### config.mk
export PLATFORM = sky130hd
export DESIGN_NAME = prologue_frame_size_scanner
export DESIGN_NICKNAME = d
export VERILOG_FILES = /design/src/pfs_pkg.sv /design/src/pfs_datapath.sv /design/src/pfs_ctrl.sv /design/src/prologue_frame_size_scanner.sv
export SDC_FILE = /design/constraint.sdc
export NUM_CORES = 1
export LEC_CHECK = 0
export BUFFER_PORTS_ARGS = -buffer_cell sky130_fd_sc_hd__buf_2
export CAP_MARGIN = 0
export CORE_MARGIN = 1.5
export CORE_UTILIZATION = 56
export CTS_CLUSTER_SIZE = 20
export DETAILED_ROUTE_END_ITERATION = 6
export PLACE_DENSITY = 0.76
export RECOVER_POWER = 100
export SLEW_MARGIN = 20
export SYNTH_ARGS = -nofsm -noshare
export SYNTH_HDL_FRONTEND = slang
export SYNTH_SLANG_ARGS = --single-unit
### constraint.sdc
create_clock -name clk -period 5.45 [get_ports clk]
set_input_delay 0.2725 -clock clk [delete_from_list [all_inputs] [get_ports clk]]
set_output_delay 0.2725 -clock clk [all_outputs]
set_load 0.02 [all_outputs]
### src/pfs_pkg.sv
`timescale 1ns / 1ps
`default_nettype none
package pfs_pkg;

  localparam int REG_SLOTS  = 16;
  localparam int SLOT_W     = $clog2(REG_SLOTS);
  localparam int FRAME_W    = 32;
  localparam int HALF_W     = 16;

  localparam logic [HALF_W-1:0] PUSH_MASK   = 16'hf0ff;
  localparam logic [HALF_W-1:0] PUSH_MATCH  = 16'h207f;
  localparam logic [7:0]        ADDI_OP     = 8'h4f;
  localparam logic [HALF_W-1:0] ADD3_OP     = 16'h8faf;
  localparam logic [7:0]        LD24_OP     = 8'he4;
  localparam logic [HALF_W-1:0] SUB_OP      = 16'h0f24;
  localparam logic [HALF_W-1:0] MVFP_OP     = 16'h1d8f;
  localparam logic [FRAME_W-1:0] PUSH_STEP  = 32'd4;

  localparam logic REQ_START = 1'b0;
  localparam logic REQ_HALF  = 1'b1;

  localparam logic [SLOT_W-1:0] LAST_SLOT = SLOT_W'(REG_SLOTS - 1);

  typedef struct packed {
    logic clear;
    logic push;
    logic addi;
    logic add3;
    logic ld_hi;
    logic ld_lo;
    logic ld_apply;
    logic set_fp;
  } pfs_cmd_t;

  typedef struct packed {
    logic is_push;
    logic is_addi;
    logic is_add3;
    logic is_ld24;
    logic is_mvfp;
    logic is_sub;
  } pfs_stat_t;

endpackage
`default_nettype wire

### src/pfs_datapath.sv
`timescale 1ns / 1ps
`default_nettype none
module pfs_datapath (
  input  wire logic                              clk,
  input  wire logic                              rst,
  input  wire pfs_pkg::pfs_cmd_t                 cmd,
  input  wire logic [pfs_pkg::HALF_W-1:0]        code_halfword,
  input  wire logic [pfs_pkg::SLOT_W-1:0]        rd_index,
  output pfs_pkg::pfs_stat_t                     stat,
  output logic [pfs_pkg::FRAME_W-1:0]            frame_size,
  output logic                                   uses_fp,
  output logic [pfs_pkg::FRAME_W-1:0]            slot_offset
);
  import pfs_pkg::*;

  logic [FRAME_W-1:0]   frame_total;
  logic [FRAME_W-1:0]   frame_total_next;
  logic [FRAME_W-1:0]   pushed_total;
  logic [FRAME_W-1:0]   slots [REG_SLOTS];
  logic [REG_SLOTS-1:0] slot_valid;
  logic                 fp_flag;
  logic [7:0]           pending_high_byte;
  logic [HALF_W-1:0]    pending_low_half;
  logic [SLOT_W-1:0]    push_index;
  logic [23:0]          ld_imm;

  assign push_index   = code_halfword[11:8];
  assign pushed_total = frame_total + PUSH_STEP;
  assign ld_imm       = {pending_high_byte, pending_low_half};

  always_comb begin
    stat.is_push = (code_halfword & PUSH_MASK) == PUSH_MATCH;
    stat.is_addi = code_halfword[15:8] == ADDI_OP;
    stat.is_add3 = code_halfword == ADD3_OP;
    stat.is_ld24 = code_halfword[15:8] == LD24_OP;
    stat.is_mvfp = code_halfword == MVFP_OP;
    stat.is_sub  = code_halfword == SUB_OP;
  end

  always_comb begin
    frame_total_next = frame_total;
    if (cmd.clear) begin
      frame_total_next = '0;
    end else if (cmd.push) begin
      frame_total_next = pushed_total;
    end else if (cmd.addi) begin
      frame_total_next = frame_total - {{(FRAME_W-8){code_halfword[7]}}, code_halfword[7:0]};
    end else if (cmd.add3) begin
      frame_total_next = frame_total - {{(FRAME_W-HALF_W){code_halfword[15]}}, code_halfword};
    end else if (cmd.ld_apply) begin
      frame_total_next = frame_total + {{(FRAME_W-24){ld_imm[23]}}, ld_imm};
    end
  end

  always_ff @(posedge clk) begin
    if (rst) begin
      frame_total       <= '0;
      slot_valid        <= '0;
      fp_flag           <= 1'b0;
      pending_high_byte <= '0;
      pending_low_half  <= '0;
    end else begin
      frame_total <= frame_total_next;
      if (cmd.clear) begin
        slot_valid        <= '0;
        fp_flag           <= 1'b0;
        pending_high_byte <= '0;
        pending_low_half  <= '0;
      end else begin
        if (cmd.push) begin
          slot_valid[push_index] <= 1'b1;
        end
        if (cmd.set_fp) begin
          fp_flag <= 1'b1;
        end
        if (cmd.ld_hi) begin
          pending_high_byte <= code_halfword[7:0];
        end
        if (cmd.ld_lo) begin
          pending_low_half <= code_halfword;
        end
      end
    end
  end

  always_ff @(posedge clk) begin
    if (cmd.push && !cmd.clear) begin
      slots[push_index] <= pushed_total;
    end
  end

  assign frame_size  = frame_total;
  assign uses_fp     = fp_flag;
  assign slot_offset = slot_valid[rd_index] ? slots[rd_index] : '0;

endmodule
`default_nettype wire

### src/pfs_ctrl.sv
`timescale 1ns / 1ps
`default_nettype none
module pfs_ctrl (
  input  wire logic                         clk,
  input  wire logic                         rst,
  input  wire logic                         in_valid,
  output logic                              in_ready,
  input  wire logic                         req_type,
  input  wire logic                         in_range,
  input  wire pfs_pkg::pfs_stat_t           stat,
  output pfs_pkg::pfs_cmd_t                 cmd,
  output logic                              out_valid,
  input  wire logic                         out_ready,
  output logic [pfs_pkg::SLOT_W-1:0]        slot_index,
  output logic                              slot_last
);
  import pfs_pkg::*;

  typedef enum logic [2:0] {
    ST_IDLE,
    ST_INSN,
    ST_ADD3,
    ST_LD_LO,
    ST_LD_SUB,
    ST_EMIT
  } state_t;

  state_t            state;
  state_t            state_next;
  logic [SLOT_W-1:0] slot_cnt;
  logic              in_take;
  logic              out_take;

  assign in_ready   = state != ST_EMIT;
  assign in_take    = in_valid && in_ready;
  assign out_valid  = state == ST_EMIT;
  assign out_take   = out_valid && out_ready;
  assign slot_index = slot_cnt;
  assign slot_last  = slot_cnt == LAST_SLOT;

  always_comb begin
    cmd        = '0;
    state_next = state;
    if (in_take) begin
      if (req_type == REQ_START) begin
        cmd.clear  = 1'b1;
        state_next = ST_INSN;
      end else begin
        unique case (state)
          ST_INSN: begin
            if (!in_range) begin
              state_next = ST_EMIT;
            end else if (stat.is_push) begin
              cmd.push = 1'b1;
            end else if (stat.is_addi) begin
              cmd.addi = 1'b1;
            end else if (stat.is_add3) begin
              state_next = ST_ADD3;
            end else if (stat.is_ld24) begin
              cmd.ld_hi  = 1'b1;
              state_next = ST_LD_LO;
            end else begin
              cmd.set_fp = stat.is_mvfp;
              state_next = ST_EMIT;
            end
          end
          ST_ADD3: begin
            cmd.add3   = 1'b1;
            state_next = ST_INSN;
          end
          ST_LD_LO: begin
            cmd.ld_lo  = 1'b1;
            state_next = ST_LD_SUB;
          end
          ST_LD_SUB: begin
            cmd.ld_apply = stat.is_sub;
            state_next   = ST_EMIT;
          end
          default: begin
            state_next = state;
          end
        endcase
      end
    end else if (out_take && slot_last) begin
      state_next = ST_IDLE;
    end
  end

  always_ff @(posedge clk) begin
    if (rst) begin
      state    <= ST_IDLE;
      slot_cnt <= '0;
    end else begin
      state <= state_next;
      if (out_take) begin
        slot_cnt <= slot_last ? '0 : slot_cnt + 1'b1;
      end
    end
  end

endmodule
`default_nettype wire

### src/prologue_frame_size_scanner.sv
`timescale 1ns / 1ps
`default_nettype none
// Prologue frame size scanner.
// Input beats on s_*: tuser carries the request kind (0 starts a scan and
// clears the frame size, save slots and frame-pointer flag; 1 delivers one
// code halfword). tdata carries the halfword and its in-range flag.
// Each input beat is decoded combinationally; s_tready stays high at one beat
// per cycle while a scan runs. When the scan ends (frame-pointer move, any
// other instruction, an instruction start out of range, or after a ld24
// lookahead) the block emits sixteen result beats on m_*, one per save
// slot, register 0 first, with m_tlast on the last. The dump is read out
// through the single slot read port; s_tready is low throughout it.
// The first result is offered the cycle after the ending beat is taken.
// A stalled m_tready holds the current slot beat unchanged.
// Halfwords sent with no scan active are taken and dropped.
// Reset leaves the block idle with all state cleared; no clearing pass.
module prologue_frame_size_scanner (
  input  wire logic        clk,
  input  wire logic        rst,
  input  wire logic        s_tvalid,
  output logic             s_tready,
  input  wire logic [23:0] s_tdata,  // code_halfword[15:0], in_range[16], zero[23:17]
  input  wire logic        s_tuser,  // req_type[0]
  output logic             m_tvalid,
  input  wire logic        m_tready,
  output logic [71:0]      m_tdata,  // frame_size[31:0], uses_fp[32], slot_index[36:33],
                                     // slot_offset[68:37], zero[71:69]
  output logic             m_tlast   // slot_last
);
  import pfs_pkg::*;

  pfs_cmd_t           cmd;
  pfs_stat_t          stat;
  logic [SLOT_W-1:0]  slot_index;
  logic [FRAME_W-1:0] frame_size;
  logic [FRAME_W-1:0] slot_offset;
  logic               uses_fp;

  pfs_ctrl u_ctrl (
    .clk        (clk),
    .rst        (rst),
    .in_valid   (s_tvalid),
    .in_ready   (s_tready),
    .req_type   (s_tuser),
    .in_range   (s_tdata[16]),
    .stat       (stat),
    .cmd        (cmd),
    .out_valid  (m_tvalid),
    .out_ready  (m_tready),
    .slot_index (slot_index),
    .slot_last  (m_tlast)
  );

  pfs_datapath u_datapath (
    .clk           (clk),
    .rst           (rst),
    .cmd           (cmd),
    .code_halfword (s_tdata[15:0]),
    .rd_index      (slot_index),
    .stat          (stat),
    .frame_size    (frame_size),
    .uses_fp       (uses_fp),
    .slot_offset   (slot_offset)
  );

  assign m_tdata = {3'b000, slot_offset, slot_index, uses_fp, frame_size};

endmodule
`default_nettype wire

==> results_dict.tcl <==
set metrics [dict create \
    ioPinCount 104 \
    diodes 0 \
    area_growth_pct 11.27 \
    clk_pin_slew_worst_paths_ns 0.06 \
    grt_usage_pct 27.40 \
    clockBufferDepth 3 \
    cts_setup_buffers 0 \
    portBuffers 93 \
    hold_viol 0 \
    r2r_end "u_datapath.slots[7][24]" \
    hold_depth 4 \
    drtAntennaViolNets 0 \
    layout-drive-gt1-share_pct 17.45 \
    ys_types 76 \
    setup_ws_ns 0.4097 \
    utilization_pct 63.50 \
    initial_core_util_pct 57.07 \
    layout.cells.non_filler 2417 \
    powerDensity_nw_per_um2 302.1 \
    skew_ns 0.03135 \
    fin_nets 1835 \
    async_flop_share_pct 0 \
    grt_max_degree 129 \
    wl_mm 63.97 \
    ys_dominant_reg_cell "edfxtp_1" \
    crit_required_ns 5.66 \
    status "finished with violations" \
    dieArea_um2 47850 \
    place.gp.congestion 0.8951 \
    cts_made_buffers 56 \
    grt_setup_unrepaired "no" \
    ir_drop_uv 244.1 \
    min_to "u_ctrl.slot_index[2]" \
    grt_util_met2_pct 47.06 \
    drv_cap 14 \
    h-tree-depth 2 \
    met1_usage_pct 36.12 \
    grt.busiest_layer "met2" \
    cts_tree "done" \
    tns_ns 0 \
    yosysWarnings 0 \
    cts_resized 0 \
    max_slew_margin_pct -92.97 \
    place_hpwl_mm 36.30 \
    yosysSeqAreaShare_pct 65.44 \
    ys_ff_latch 596 \
    syn-cell-area_um2 26060 \
    setup_viol 0 \
    critical_path.max_fanout 32 \
    wl_per_cell_um 26.47 \
    synth-edff-count 512 \
    numClockSinks 596 \
    violations "capacitance limit, slew limit" \
    fp.dieW_um 218.7 \
    root_buffer "clkbuf_16" \
    dp_slack_ns 0.7173 \
    worstMarginPinSlew_ns 2.895 \
    grt_pass1_wl_mm 96.05 \
    dp_cells 2293 \
    dpl-instance-area_um2 27370 \
    avgSynthCellArea_um2 15.76 \
    vias_per_cell 6.418 \
    worstHoldPathType "in2reg" \
    rows 78 \
    route.detailed.drc 0 \
    finalCriticalPeriod_ns 5.040 \
    core_area_um2 45670 \
    fin_area_um2 29000 \
    fp.dieH_um 218.7 \
    rr_startpoint "u_ctrl.state[0]" \
    fin_total_pwr_mw 8.761 \
    worst-setup-path-type "in2reg" \
    post-route-period-util_pct 92.48 \
    clkLatencyLatePin_ns 0.62 \
    end_kind "flop" \
    whs_ns 0.07813 \
    grt_pass1_vias 15630 \
    initialDrtViolationCount 1532 \
    fmax_mhz 198.4 \
    antenna_found_initial 0 \
    r2r_slack_ns 0.45 \
    worstHoldStart "m_tready" \
    overflow 0 \
    syn_inst 1654 \
    dr_total_vias 15510 \
    start_kind "input port" \
    power_leakage_nw 9.473 \
    crit_arrival_ns 5.25 \
    ff2ff_path_depth 6 \
    slew_violations 394 \
    drt_first_pass_iters 7 \
    grt_use_met3_pct 3.967 \
]
[cell families after synthesis]
family,synth area share [%]
AOI/OAI and AO/OA,6.020
buffers and inverters,1.853
other,0.01439
and+or+nand+nor,7.680
muxes,14.72
DFF,65.44
adders and majority gates,1.757
xor gates and xnor gates,2.520
[critical path, cell delays in order]
cell	delay, ns
dlygate4sd3_1	0.54
buf_2	0.15
nand2_1	0.15
or4_1	0.67
or2_2	0.35
clkbuf_1	0.58
nor3_1	1.58
clkbuf_1	0.92
[synth_stat cells (all sizes together), types with 3 or more instances]
library cell	instances	area, um^2
nor3	21	105.1
a211o	4	35.03
o211ai	13	102.6
nand3b	3	22.52
nor2	101	381.6
a211oi	5	37.54
nand2	115	434.2
o21bai	4	30.03
o31a	3	26.28
dfxtp	84	1682
o31ai	3	22.52
and2	6	37.54
or3	12	90.08
o21ai	60	304.0
clkbuf	66	247.7
mux2i	12	120.1
o221ai	5	43.79
nand4	7	43.79
and3	14	87.58
inv	20	75.07
nand3	29	157.7
a22oi	5	37.54
a21oi	86	430.4
nand2b	13	81.33
ha	35	437.9
o21a	12	90.09
nor2b	43	276.5
a31oi	11	68.82
nor4b	5	65.06
nor4	12	75.07
or2	5	31.28
and4	4	35.03
xnor2	43	376.6
xor2	32	280.3
or4	4	33.78
mux4	164	3694
o22ai	5	31.28
a21o	14	105.1
buf	30	160.1
edfxtp	512	15370
[how the worst max path moves through the flow]
stage / from / end / slack [ns] / cells after the start
detailed placement: s_tdata[11] / u_datapath.frame_size[29] / 0.72 / 14
CTS: u_datapath.pending_low_half[7] / u_datapath.frame_size[29] / 0.74 / 14
floorplan: u_ctrl.state[0] / u_datapath.slots[3][0] / 0.08 / 8
global placement: s_tdata[9] / u_datapath.frame_size[24] / 0.76 / 15
global route: u_ctrl.state[0] / u_datapath.frame_size[28] / 0.24 / 14
finish: s_tuser / u_datapath.slots[7][24] / 0.41 / 8
[final cells by class]
type	count	area (um^2)
Tap cell	600	750.7
Timing Repair Buffer	152	819.5
Multi-Input combinational cell	944	8557
Inverter	20	75.07
Fill cell	3203	16670
Sequential cell	596	17070
Clock inverter	33	251.5
Clock buffer	72	1483
[power by group]
group          internal, mW  switching (mW)
sequential             4.88         0.00706
clock                  2.07            1.70
combinational        0.0464          0.0614
total                  6.99            1.77
[registers in the layout, indices dropped and copies added, names as in the netlist, named ones only]
name,count
u_datapath.slot_valid,16
u_datapath.pending_low_half,16
u_datapath.slots,512
u_datapath.frame_size,32
u_datapath.uses_fp,1
u_ctrl.slot_index,4
u_ctrl.state,3
u_datapath.pending_high_byte,8
[repair_timing]
item / 4_1_cts / 5_1_grt
endpoints found under the setup margin: 0 / 0
hold endpoints to repair: 30 / 0
hold buffers: 19 / 0
[cells in the final DEF (no fill, tap or decap), drive strengths merged, types with 13 or more instances in the layout]
cell / synthesis / routed
nand3: 29 / 29
and3: 14 / 14
xnor2: 43 / 43
o211ai: 13 / 13
inv: 20 / 25
ha: 35 / 35
dfxtp: 84 / 84
nand2b: 13 / 13
a21o: 14 / 14
nor2b: 43 / 43
nand2: 115 / 115
o21ai: 60 / 60
buf: 30 / 36
nor2: 101 / 101
dlygate4sd3: 0 / 19
clkbuf: 66 / 169
nor3: 21 / 21
mux4: 164 / 164
xor2: 32 / 32
clkinv: 0 / 23
edfxtp: 512 / 512
a21oi: 86 / 86
[layer usage]
layer,wire [um],vias to the layer above
li1,-,6748
met1,24820,7877
met2,32690,756
met3,4552,131
met4,1908,0
met5,0,-
No activity file was read; power rests on OpenSTA's default activity.
